===== config.mk =====
export PLATFORM = sky130hd
export DESIGN_NAME = quadrature_decoder_speed
export DESIGN_NICKNAME = d
export VERILOG_FILES = /design/src/hw/rtl/qds_pkg.sv /design/src/hw/rtl/quadrature_decoder_speed.sv /design/src/hw/rtl/qds_alu.sv /design/src/hw/rtl/qds_cfg.sv /design/src/hw/rtl/qds_core.sv
export SDC_FILE = /design/constraint.sdc
export NUM_CORES = 2
export LEC_CHECK = 0
export BUFFER_PORTS_ARGS = -buffer_cell sky130_fd_sc_hd__buf_2
export CORE_ASPECT_RATIO = 1.1
export CORE_MARGIN = 8
export CORE_UTILIZATION = 60
export CTS_BUF_LIST = sky130_fd_sc_hd__clkbuf_16
export DETAILED_ROUTE_END_ITERATION = 10
export GPL_TIMING_DRIVEN = 0
export PLACE_DENSITY = 0.76
export SETUP_SLACK_MARGIN = 0.15
export SLEW_MARGIN = 20
export SYNTH_ARGS = -nofsm -noshare
export SYNTH_HDL_FRONTEND = slang
export SYNTH_SLANG_ARGS = --single-unit

===== constraint.sdc =====
create_clock -name clk -period 25.9 [get_ports clk]
set_input_delay 5.18 -clock clk [delete_from_list [all_inputs] [get_ports clk]]
set_output_delay 5.18 -clock clk [all_outputs]
set_load 0.01 [all_outputs]

===== src/hw/rtl/qds_pkg.sv =====
// Package: shared types, register map, codes and helpers for the quadrature decoder.
package qds_pkg;

    // Register map (byte address = 4 * index).
    localparam int CFG_ADDR_W = 4;
    localparam logic [1:0] REG_TICK_RATE     = 2'd0;
    localparam logic [1:0] REG_WINDOW_TICKS  = 2'd1;
    localparam logic [1:0] REG_TIMEOUT_TICKS = 2'd2;

    localparam logic [29:0] FREQ_RESET    = 30'd90000000;
    localparam logic [31:0] WINDOW_RESET  = 32'd22500000;
    localparam logic [31:0] TIMEOUT_RESET = 32'd45000000;

    localparam int TIMER_BITS_DEFAULT = 32;

    // Quotient bits produced by the divider once the saturation check passes.
    localparam int DIV_STEPS = 32;
    localparam int DIV_CNT_W = $clog2(DIV_STEPS);

    localparam logic MODE_SAMPLE  = 1'b0;
    localparam logic MODE_RESTART = 1'b1;

    localparam logic [1:0] ST_NONE    = 2'd0;
    localparam logic [1:0] ST_CHANGED = 2'd1;
    localparam logic [1:0] ST_ILLEGAL = 2'd2;
    localparam logic [1:0] ST_SPEED   = 2'd3;

    localparam logic [1:0] DIR_IDLE = 2'd0;
    localparam logic [1:0] DIR_FWD  = 2'd1;
    localparam logic [1:0] DIR_BWD  = 2'd2;

    // Gray step codes: one ahead, one back.
    localparam logic [1:0] STEP_AHEAD = 2'd1;
    localparam logic [1:0] STEP_BACK  = 2'd3;

    typedef struct packed {
        logic        mode;
        logic [1:0]  pins;
        logic [31:0] timestamp;
    } in_word_t;

    typedef struct packed {
        logic [1:0]         status;
        logic [1:0]         direction;
        logic signed [31:0] angle_tenths;
        logic [31:0]        speed_tenths;
    } out_word_t;

    typedef struct packed {
        logic [29:0] tick_rate;
        logic [31:0] window_ticks;
        logic [31:0] timeout_ticks;
    } cfg_t;

    // Position in the Gray order 00,01,11,10.
    function automatic logic [1:0] gray_index(input logic [1:0] p);
        gray_index = {p[1], p[1] ^ p[0]};
    endfunction

    // count * 3, saturated to 32 bits signed.
    function automatic logic signed [31:0] angle_of(input logic signed [31:0] count);
        logic signed [33:0] ext;
        logic signed [33:0] x3;
        ext = 34'(count);
        x3 = (ext <<< 1) + ext;
        if ((x3[33:31] == 3'b000) || (x3[33:31] == 3'b111))
        begin
            angle_of = x3[31:0];
        end
        else if (x3[33])
        begin
            angle_of = 32'sh8000_0000;
        end
        else
        begin
            angle_of = 32'sh7FFF_FFFF;
        end
    endfunction

endpackage


===== src/hw/rtl/quadrature_decoder_speed.sv =====
// Top level: quadrature decoder with angle and speed, APB configuration.
//
//  channel   handshake                      word / data
//  item      item_valid / item_ready        item   (mode, pins, timestamp)
//  result    result_valid / result_ready    result (status, direction, angle, speed)
//  config    psel, penable, pwrite, pready  paddr, pwdata, prdata
//
//  One word at a time; states from acceptance back to item_ready:
//    restart ELAPSED, DONE; sample without phase change ELAPSED, TOCMP, DONE;
//    phase change ELAPSED, CLASS, WINCMP, DONE; a speed update adds MUL, SAT, DIV
//    (DIV: 32-step restoring divide on the shared subtractor; skipped on saturation).
//  The result sits in an output register; a stalled result only blocks the
//  next word's final step, not its acceptance.
//  rst_n is asynchronous, active low; it clears counts, direction, speed and
//  restores the configuration register defaults.
module quadrature_decoder_speed
    import qds_pkg::*;
#(
    parameter int TIMER_BITS = TIMER_BITS_DEFAULT
)
(
    input  logic                  clk,
    input  logic                  rst_n,

    // input words
    input  logic                  item_valid,
    output logic                  item_ready,
    input  in_word_t              item,

    // result words
    output logic                  result_valid,
    input  logic                  result_ready,
    output out_word_t             result,

    // configuration
    input  logic                  psel,
    input  logic                  penable,
    input  logic                  pwrite,
    input  logic [CFG_ADDR_W-1:0] paddr,
    input  logic [31:0]           pwdata,
    output logic [31:0]           prdata,
    output logic                  pready
);

    cfg_t cfg;

    // register file: frequency, window length, timeout
    qds_cfg u_cfg
    (
        .clk     (clk),
        .rst_n   (rst_n),
        .psel    (psel),
        .penable (penable),
        .pwrite  (pwrite),
        .paddr   (paddr),
        .pwdata  (pwdata),
        .prdata  (prdata),
        .pready  (pready),
        .cfg     (cfg)
    );

    // sequencer with the shared subtractor; timer arithmetic is TIMER_BITS wide
    qds_core #(.TIMER_BITS(TIMER_BITS)) u_core
    (
        .clk          (clk),
        .rst_n        (rst_n),
        .item_valid   (item_valid),
        .item_ready   (item_ready),
        .item         (item),
        .result_valid (result_valid),
        .result_ready (result_ready),
        .result       (result),
        .cfg          (cfg)
    );

endmodule


===== src/hw/rtl/qds_alu.sv =====
// Shared subtractor/comparator used by the elapsed, compare, saturation and divide steps of the sequencer.
module qds_alu
    import qds_pkg::*;
#(
    parameter int AW = 33
)
(
    input  logic [AW-1:0] a,
    input  logic [AW-1:0] b,
    output logic [AW-1:0] diff,
    output logic          ge
);

    logic [AW:0] wide;

    assign wide = {1'b0, a} - {1'b0, b};
    assign diff = wide[AW-1:0];
    assign ge   = ~wide[AW];

endmodule


===== src/hw/rtl/qds_cfg.sv =====
// APB register file: tick rate, window and timeout.
module qds_cfg
    import qds_pkg::*;
(
    input  logic                  clk,
    input  logic                  rst_n,
    input  logic                  psel,
    input  logic                  penable,
    input  logic                  pwrite,
    input  logic [CFG_ADDR_W-1:0] paddr,
    input  logic [31:0]           pwdata,
    output logic [31:0]           prdata,
    output logic                  pready,
    output cfg_t                  cfg
);

    logic [29:0] freq_reg;
    logic [31:0] window_reg;
    logic [31:0] timeout_reg;
    logic [1:0]  index;
    logic        wr_en;

    assign index  = paddr[CFG_ADDR_W-1:2];
    assign pready = 1'b1;
    assign wr_en  = psel && penable && pwrite && pready;

    always_ff @(posedge clk or negedge rst_n)
    begin
        if (!rst_n)
        begin
            freq_reg    <= FREQ_RESET;
            window_reg  <= WINDOW_RESET;
            timeout_reg <= TIMEOUT_RESET;
        end
        else if (wr_en)
        begin
            case (index)
                REG_TICK_RATE:     freq_reg    <= pwdata[29:0];
                REG_WINDOW_TICKS:  window_reg  <= pwdata;
                REG_TIMEOUT_TICKS: timeout_reg <= pwdata;
                default: ;
            endcase
        end
    end

    always_comb
    begin
        case (index)
            REG_TICK_RATE:     prdata = {2'b00, freq_reg};
            REG_WINDOW_TICKS:  prdata = window_reg;
            REG_TIMEOUT_TICKS: prdata = timeout_reg;
            default:           prdata = '0;
        endcase
    end

    assign cfg.tick_rate     = freq_reg;
    assign cfg.window_ticks  = window_reg;
    assign cfg.timeout_ticks = timeout_reg;

endmodule


===== src/hw/rtl/qds_core.sv =====
// Decoder sequencer: phase classification, counts, window logic and iterative speed divide.
module qds_core
    import qds_pkg::*;
#(
    parameter int TIMER_BITS = TIMER_BITS_DEFAULT
)
(
    input  logic      clk,
    input  logic      rst_n,
    input  logic      item_valid,
    output logic      item_ready,
    input  in_word_t  item,
    output logic      result_valid,
    input  logic      result_ready,
    output out_word_t result,
    input  cfg_t      cfg
);

    localparam int EW = (TIMER_BITS > 32) ? TIMER_BITS : 32;
    localparam int AW = EW + 1;

    typedef enum logic [8:0] {
        S_IDLE    = 9'b000000001,
        S_ELAPSED = 9'b000000010,
        S_CLASS   = 9'b000000100,
        S_TOCMP   = 9'b000001000,
        S_WINCMP  = 9'b000010000,
        S_MUL     = 9'b000100000,
        S_SAT     = 9'b001000000,
        S_DIV     = 9'b010000000,
        S_DONE    = 9'b100000000
    } state_t;

    state_t state_reg, state_next;

    // architectural state
    logic [1:0]            prev_reg, prev_next;
    logic [TIMER_BITS-1:0] wstart_reg, wstart_next;
    logic [31:0]           count_reg, count_next;
    logic [31:0]           trans_reg, trans_next;
    logic [1:0]            dir_reg, dir_next;
    logic [31:0]           speed_reg, speed_next;
    logic [1:0]            status_reg, status_next;
    logic [DIV_CNT_W-1:0]  cnt_reg, cnt_next;
    logic                  result_valid_reg, result_valid_next;

    // working registers
    in_word_t              item_reg, item_next;
    logic [TIMER_BITS-1:0] elapsed_reg, elapsed_next;
    logic [63:0]           num_reg, num_next;
    logic [EW-1:0]         rem_reg, rem_next;
    logic [31:0]           quo_reg, quo_next;
    out_word_t             result_reg, result_next;

    logic [AW-1:0]         alu_a, alu_b, alu_diff;
    logic                  alu_ge;
    logic [TIMER_BITS-1:0] now;
    logic [1:0]            phase;
    logic [1:0]            step;
    logic [33:0]           trans_x3;
    logic [63:0]           product;
    logic [AW-1:0]         shifted;
    logic                  load_out;

    qds_alu #(.AW(AW)) u_alu
    (
        .a    (alu_a),
        .b    (alu_b),
        .diff (alu_diff),
        .ge   (alu_ge)
    );

    assign now      = TIMER_BITS'(item_reg.timestamp);
    assign phase    = item_reg.pins;
    assign step     = gray_index(phase) - gray_index(prev_reg);
    assign trans_x3 = {trans_reg, 1'b0} + 34'(trans_reg);
    assign product  = 64'(trans_x3) * 64'(cfg.tick_rate);
    assign shifted  = {rem_reg, quo_reg[31]};
    assign load_out = (state_reg == S_DONE) && (!result_valid_reg || result_ready);

    assign item_ready   = (state_reg == S_IDLE);
    assign result_valid = result_valid_reg;
    assign result       = result_reg;

    // operand select for the shared unit
    always_comb
    begin
        case (state_reg)
            S_ELAPSED:
            begin
                alu_a = AW'(now);
                alu_b = AW'(wstart_reg);
            end
            S_WINCMP:
            begin
                alu_a = AW'(elapsed_reg);
                alu_b = AW'(cfg.window_ticks);
            end
            S_TOCMP:
            begin
                alu_a = AW'(elapsed_reg);
                alu_b = AW'(cfg.timeout_ticks);
            end
            S_SAT:
            begin
                alu_a = AW'(num_reg[63:32]);
                alu_b = AW'(elapsed_reg);
            end
            S_DIV:
            begin
                alu_a = shifted;
                alu_b = AW'(elapsed_reg);
            end
            default:
            begin
                alu_a = '0;
                alu_b = '0;
            end
        endcase
    end

    always_comb
    begin
        state_next        = state_reg;
        prev_next         = prev_reg;
        wstart_next       = wstart_reg;
        count_next        = count_reg;
        trans_next        = trans_reg;
        dir_next          = dir_reg;
        speed_next        = speed_reg;
        status_next       = status_reg;
        cnt_next          = cnt_reg;
        item_next         = item_reg;
        elapsed_next      = elapsed_reg;
        num_next          = num_reg;
        rem_next          = rem_reg;
        quo_next          = quo_reg;
        result_next       = result_reg;
        result_valid_next = result_valid_reg;

        if (result_valid_reg && result_ready)
        begin
            result_valid_next = 1'b0;
        end

        case (state_reg)
            S_IDLE:
            begin
                if (item_valid)
                begin
                    item_next  = item;
                    state_next = S_ELAPSED;
                end
            end
            S_ELAPSED:
            begin
                elapsed_next = alu_diff[TIMER_BITS-1:0];
                status_next  = ST_NONE;
                if (item_reg.mode == MODE_RESTART)
                begin
                    prev_next   = phase;
                    wstart_next = now;
                    count_next  = '0;
                    trans_next  = '0;
                    state_next  = S_DONE;
                end
                else if (phase != prev_reg)
                begin
                    state_next = S_CLASS;
                end
                else
                begin
                    state_next = S_TOCMP;
                end
            end
            S_CLASS:
            begin
                if (trans_reg != '1)
                begin
                    trans_next = trans_reg + 32'd1;
                end
                if (step == STEP_AHEAD)
                begin
                    dir_next    = DIR_FWD;
                    count_next  = count_reg + 32'd1;
                    status_next = ST_CHANGED;
                end
                else if (step == STEP_BACK)
                begin
                    dir_next    = DIR_BWD;
                    count_next  = count_reg - 32'd1;
                    status_next = ST_CHANGED;
                end
                else
                begin
                    status_next = ST_ILLEGAL;
                end
                prev_next  = phase;
                state_next = S_WINCMP;
            end
            S_WINCMP:
            begin
                if (!alu_ge)
                begin
                    state_next = S_DONE;
                end
                else if (elapsed_reg == '0)
                begin
                    status_next = ST_ILLEGAL;
                    state_next  = S_DONE;
                end
                else
                begin
                    state_next = S_MUL;
                end
            end
            S_TOCMP:
            begin
                if (alu_ge)
                begin
                    speed_next  = '0;
                    wstart_next = now;
                    trans_next  = '0;
                    status_next = ST_SPEED;
                end
                state_next = S_DONE;
            end
            S_MUL:
            begin
                num_next   = product;
                state_next = S_SAT;
            end
            S_SAT:
            begin
                if (alu_ge)
                begin
                    // quotient would not fit in 32 bits
                    speed_next  = '1;
                    wstart_next = now;
                    trans_next  = '0;
                    status_next = ST_SPEED;
                    state_next  = S_DONE;
                end
                else
                begin
                    rem_next   = EW'(num_reg[63:32]);
                    quo_next   = num_reg[31:0];
                    cnt_next   = '0;
                    state_next = S_DIV;
                end
            end
            S_DIV:
            begin
                rem_next = alu_ge ? alu_diff[EW-1:0] : shifted[EW-1:0];
                quo_next = {quo_reg[30:0], alu_ge};
                cnt_next = cnt_reg + 1'b1;
                if (cnt_reg == DIV_CNT_W'(DIV_STEPS - 1))
                begin
                    cnt_next    = '0;
                    speed_next  = {quo_reg[30:0], alu_ge};
                    wstart_next = now;
                    trans_next  = '0;
                    status_next = ST_SPEED;
                    state_next  = S_DONE;
                end
            end
            S_DONE:
            begin
                if (load_out)
                begin
                    result_next.status       = status_reg;
                    result_next.direction    = dir_reg;
                    result_next.angle_tenths = angle_of(count_reg);
                    result_next.speed_tenths = speed_reg;
                    result_valid_next        = 1'b1;
                    state_next               = S_IDLE;
                end
            end
            default:
            begin
                state_next = S_IDLE;
            end
        endcase
    end

    always_ff @(posedge clk or negedge rst_n)
    begin
        if (!rst_n)
        begin
            state_reg        <= S_IDLE;
            prev_reg         <= '0;
            wstart_reg       <= '0;
            count_reg        <= '0;
            trans_reg        <= '0;
            dir_reg          <= DIR_IDLE;
            speed_reg        <= '0;
            status_reg       <= ST_NONE;
            cnt_reg          <= '0;
            result_valid_reg <= 1'b0;
        end
        else
        begin
            state_reg        <= state_next;
            prev_reg         <= prev_next;
            wstart_reg       <= wstart_next;
            count_reg        <= count_next;
            trans_reg        <= trans_next;
            dir_reg          <= dir_next;
            speed_reg        <= speed_next;
            status_reg       <= status_next;
            cnt_reg          <= cnt_next;
            result_valid_reg <= result_valid_next;
        end
    end

    always_ff @(posedge clk)
    begin
        item_reg    <= item_next;
        elapsed_reg <= elapsed_next;
        num_reg     <= num_next;
        rem_reg     <= rem_next;
        quo_reg     <= quo_next;
        result_reg  <= result_next;
    end

`ifndef SYNTH
    a_rem_below_divisor: assert property (@(posedge clk) disable iff (!rst_n)
        (state_reg == S_DIV) |-> (rem_reg < EW'(elapsed_reg)))
        else $error("divider remainder not below elapsed");

    a_window_cleared_on_speed: assert property (@(posedge clk) disable iff (!rst_n)
        (load_out && (status_reg == ST_SPEED)) |-> (trans_reg == '0))
        else $error("speed update left transitions in window");

    a_dir_code: assert property (@(posedge clk) disable iff (!rst_n)
        result_valid |-> (result.direction != 2'd3))
        else $error("bad direction code in result");

    a_cnt_idle: assert property (@(posedge clk) disable iff (!rst_n)
        (state_reg != S_DIV) |-> (cnt_reg == '0))
        else $error("divide step counter running outside divide");

    a_result_holds: assert property (@(posedge clk) disable iff (!rst_n)
        (result_valid && !result_ready) |=> $stable(result))
        else $error("result word changed while stalled");
`endif

endmodule

---- Yosys cells after proc, flatten, opt, wreduce, memory -nomap -nowiden ----
Cells that the tools add are included.
storage, ports and cells
  register bits after elaboration ......... 506
  input port bits ......................... 78
  output and inout port bits .............. 103
cells by class
  add/sub/neg operators ................... 8
  multiply operators ...................... 1
  equal/unequal tests ..................... 29
  multiplexer cells ....................... 51
  bitwise operators ....................... 3
  reduce and logical (&&, ||, !) cells .... 34
operator list
  cell                   count
  $mux 32                16
  $pmux 32 s3            3
  $pmux 32 s4            2
  $pmux 32 s2            3
  $pmux 33 s4            1
  $pmux 9 s9             1
  $add 33x32->34         2
  $add 32x1->32 const B  2
  $mul 34x30->64         1
  $mux 9                 7
  $sub 33x32->34         1
  $logic_not 32->1       1
  $ne 32x32->1 const B   1
  $sub 32x1->32 const B  1
  $mux 2                 9
  $reduce_and 2->1       8
  $ne 2x2->1 const B     6
  $mux 5                 2
  $ne 2x1->1 const B     5
  $pmux 2 s5             1
  $pmux 5 s2             1
  $reduce_and 5->1       2
  $eq 9x1->1 const B     1
  $eq 9x2->1 const B     1
  other kinds (32)       48

---- Depth between registers and ports, before layout ----
  depth after elaboration ................. 7
  depth in mapped cells ................... 40

---- Modules after synthesis ----
From an unflattened synthesis, not the netlist that was laid out.
unflattened totals
  cells, all modules ...................... 6485
  area, all modules ....................... 61607.8 um^2
modules (own cells, without submodules)
  module    times used  cells an instance  area an instance (um^2)  seq. area each (um^2)
  qds_core  1           5915               55468.2                  11627.4
  qds_cfg   1           309                4321.6                   2393.5
  qds_alu   1           261                1818.0                   0.0

---- Least setup slack after synthesis ----
No wires, ideal clock.
  path kind ............................... in2out
  start point ............................. input port paddr[2]
  end point ............................... output port prdata[0]
  data arrival time ....................... 6.263 ns
  required time ........................... 20.720 ns
  slack ................................... 14.457 ns
  stages on the path ...................... 4
  path buffers ............................ 2
  path through ............................ clkbuf_1 clkbuf_1 mux2i_1 o21ai_0
between the ends
  cells in the longest elaborated chain, start to end .. 2
  elaborated cells between the ends (all ways) .. 4
  classes of those cells .................. eq/ne (2); mux (1); reduce/logical (1)
RTL lines
  what                                line                            RTL
  start, declared                     quadrature_decoder_speed.sv:39  input logic [CFG_ADDR_W-1:0] paddr,
  $eq 2x2->1 (tied with other cells)  qds_cfg.sv:48                   case (index)
  $pmux 32 s3 (*)                     qds_cfg.sv:48
  end, declared                       quadrature_decoder_speed.sv:41  output logic [31:0] prdata,
Every way passes the cells marked *; elsewhere a longest branch is shown, timed or not.

---- Worst setup path in the final report ----
  start point ............................. input port paddr[2]
  end point ............................... output port prdata[8]
The elaborated chain is that of the path after synthesis.

==> results.yml <==
logic_synthesis:
  synth_edf_count: 263
  synthTopCellsByArea: "fa_1 (30%), edfxtp_1 (13%), dfrtp_1 (8.7%)"
  yosysTopAreaCell: "fa_1"
  synth_warnings: 0
  synthArstFlopShare_pct: 48.0
  synth_top_cell_area_share_pct: 29.8
  synthDistinctLibCells: 95
  synthTopCellsByCount: "inv_1 (938), fa_1 (896), nand2_1 (875), and2_1 (534), ha_1 (380)"
  synthesis.area_sq_um: 60300
  synth.yosys.seq_area_share_pct: 23.3
  synth_area_per_cell_sq_um: 9.69
  synth.most_common_cell: "inv_1"
  syn_nets: 7574
  synth_ff_type: "edfxtp_1"
  ys_ff_latch: 506
  syn-instance-count: 6220
routing:
  wl_microns: 206000
  dr.first_iter.drc_count: 5174
  drt-pass1-iter-count: 7
  wl_per_cell_microns: 26.4
  via_per_inst: 6.12
  vias: 47800
  drc_errors: 0
  ant_nets: 0
clocking:
  cts_made_buffers: 45
  postCtsHoldBufs: 0
  cts_tree: "built"
  clock_sinks: 506
  htree_num_levels: 2
  post_cts_resized: 0
  clockBufferDepth: 3
  cts_root_buf: "clkbuf_16"
  cts_setup_buffers: 0
  insertion_delay_ps: 610
  cts.reportedPaths.clkPinSlew_ps: 60
critical_path:
  critPathMaxFanout: 10
  critPathMaxStageDelay_ps: 760
  worstPathCellList: "clkbuf_1, clkbuf_1, mux2i_1, o21ai_0, buf_2"
  cp_slowest_cell: "clkbuf_1"
  worstSetupStartpointType: "input port"
  path_class: "input port to primary output"
  startpoint: "paddr[2]"
  cp.arrival_ps: 7350
  worstPathRequired_ps: 20720
  crit_top_cell: "clkbuf_1"
  rr_worst_depth: 36
  r2r-start: "u_core.trans_reg[1]$_DFFE_PN0P_"
  cp-end-kind: "primary output"
power:
  peakVddDrop_v: 0.0000789
  power_mw: 3.64
  powerDensity_nw_per_um2: 56.4
  p_leak_nw: 30.9
sta:
  relSlewSlack_pct: 12.6
  clock_skew_ps: 18.9
  hold_viol: 0
  fmax_mhz: 79.8
  grt_setup_unrepaired: "false"
  fin_crit_ps: 12530
  timing.final.crit_share_pct: 48.4
  drv_slew: 0
  finalSetupTns_ps: 0
  finalSetupViolCount: 0
  tightest_slew_ps: 1310
global_route:
  antenna_found_initial: 15
  grt_max_degree: 93
  grt_first_pass_wirelength_microns: 306000
  grt_overflow_total: 0
  first_global_vias: 49300
  grt_use_total_pct: 36.8
final_layout:
  final_nets: 7815
  final_area_sq_um: 64500
  area.growth.synth_to_final_pct: 7.06
  drive_above_1_share_pct: 7.88
  largest_reg_flops: 68
  final_cells: 7810
worst_hold_path:
  hold_class: "flip-flop to flip-flop"
  whs_path_depth: 0
  min-delay-start: "u_core.speed_reg[12]$_DFFE_PN0P_"
die:
  coreArea_sq_um: 100000
  die_y_microns: 348
  initial_core_util_pct: 60.2
  dieArea_sq_um: 111000
  pin_count: 181
  fp.dieW_microns: 318
  rows: 122
placement:
  dp_hpwl_microns: 167000
  gp_congestion: 1.11
  place.port_buffers: 176
  placed_area_sq_um: 63000
  dp.cells: 7716
outcome:
  status: "finished, final reports clean"
flow_run:
  max_cap_violations: 0
-- layout by cell type, fill, tap and decap left out, drive strengths merged, types with 101 or more instances in the layout --
master / n
and2: 535
o21ai: 259
dfrtp: 209
buf: 226
nor2: 169
a21oi: 220
inv: 948
nand2: 875
xnor2: 101
clkbuf: 372
fa: 896
ha: 380
edfxtp: 263
mux2: 128
-- per-stage QoR --
stage / hold WS, ps / util [%] / setup WS (ps)
after global routing: 457 / 64.4 / 13110
after CTS: 451 / 64.4 / 13350
final: 454 / 64.4 / 13370
after detailed placement: 436 / 63.0 / 13360
after floorplan: 425 / - / 14460
after global placement: 430 / 62.7 / 13360
-- final cells by class --
class,count,area [sq um]
Tap cell,1302,1630
Inverter,939,3530
Clock buffer,45,1130
Clock inverter,39,328
Buffer,359,1410
Fill cell,8287,35600
Antenna cell,10,25.0
Sequential cell,506,14000
Timing Repair Buffer,194,1110
Multi-Input combinational cell,4416,41400
-- logic make-up after synthesis --
| group | count (synthesis) | synth area share [%] |
|---|---|---|
| flip-flops | 506 | 23.3 |
| buffers and inverters | 1298 | 8.18 |
| AND/OR/NAND/NOR | 1886 | 15.3 |
| XOR/XNOR | 176 | 2.56 |
| AO/OA/AOI/OAI | 891 | 9.69 |
| multiplexers | 186 | 3.35 |
| adder cells (fa/ha/maj) | 1276 | 37.6 |
| other | 1 | 0.00622 |
-- power by group --
group          internal [mW]  switching, mW  total [mW]
Sequential              1.03          0.106        1.13
Clock                  0.361          0.320       0.680
Combinational          0.649           1.18        1.83
Total                   2.04           1.60        3.64
-- path summary, 6_finish.rpt --
check,end,slack (ps)
min reg2reg,u_core.result[12]$_DFFE_PP_,450
max reg2reg,u_core.num_reg[61]$_DFFE_PP_,13380
min,u_core.result[12]$_DFFE_PP_,450
min in group asynchronous,u_core.wstart_reg[28]$_DFFE_PN0P_,4510
max in group asynchronous,u_core.speed_reg[13]$_DFFE_PN0P_,20450
max,prdata[8],13370
-- worst max-delay path: cells and delay by family --
| family | cells | cell delay [ps] |
|---|---|---|
| AOI/OAI and AO/OA | 1 | 660 |
| buffers and inverters | 3 | 1340 |
| muxes | 1 | 150 |
-- metal layers --
layer  track usage [%]  routed length (microns)  vias up
li1                  -                        -    20400
met5                 0                       26        -
met1              44.2                    73400    23800
met4              23.3                    16400        4
met3              9.36                    23100      746
met2              59.3                    93500     2839
Note: power is estimated with default switching activity, not from simulation.
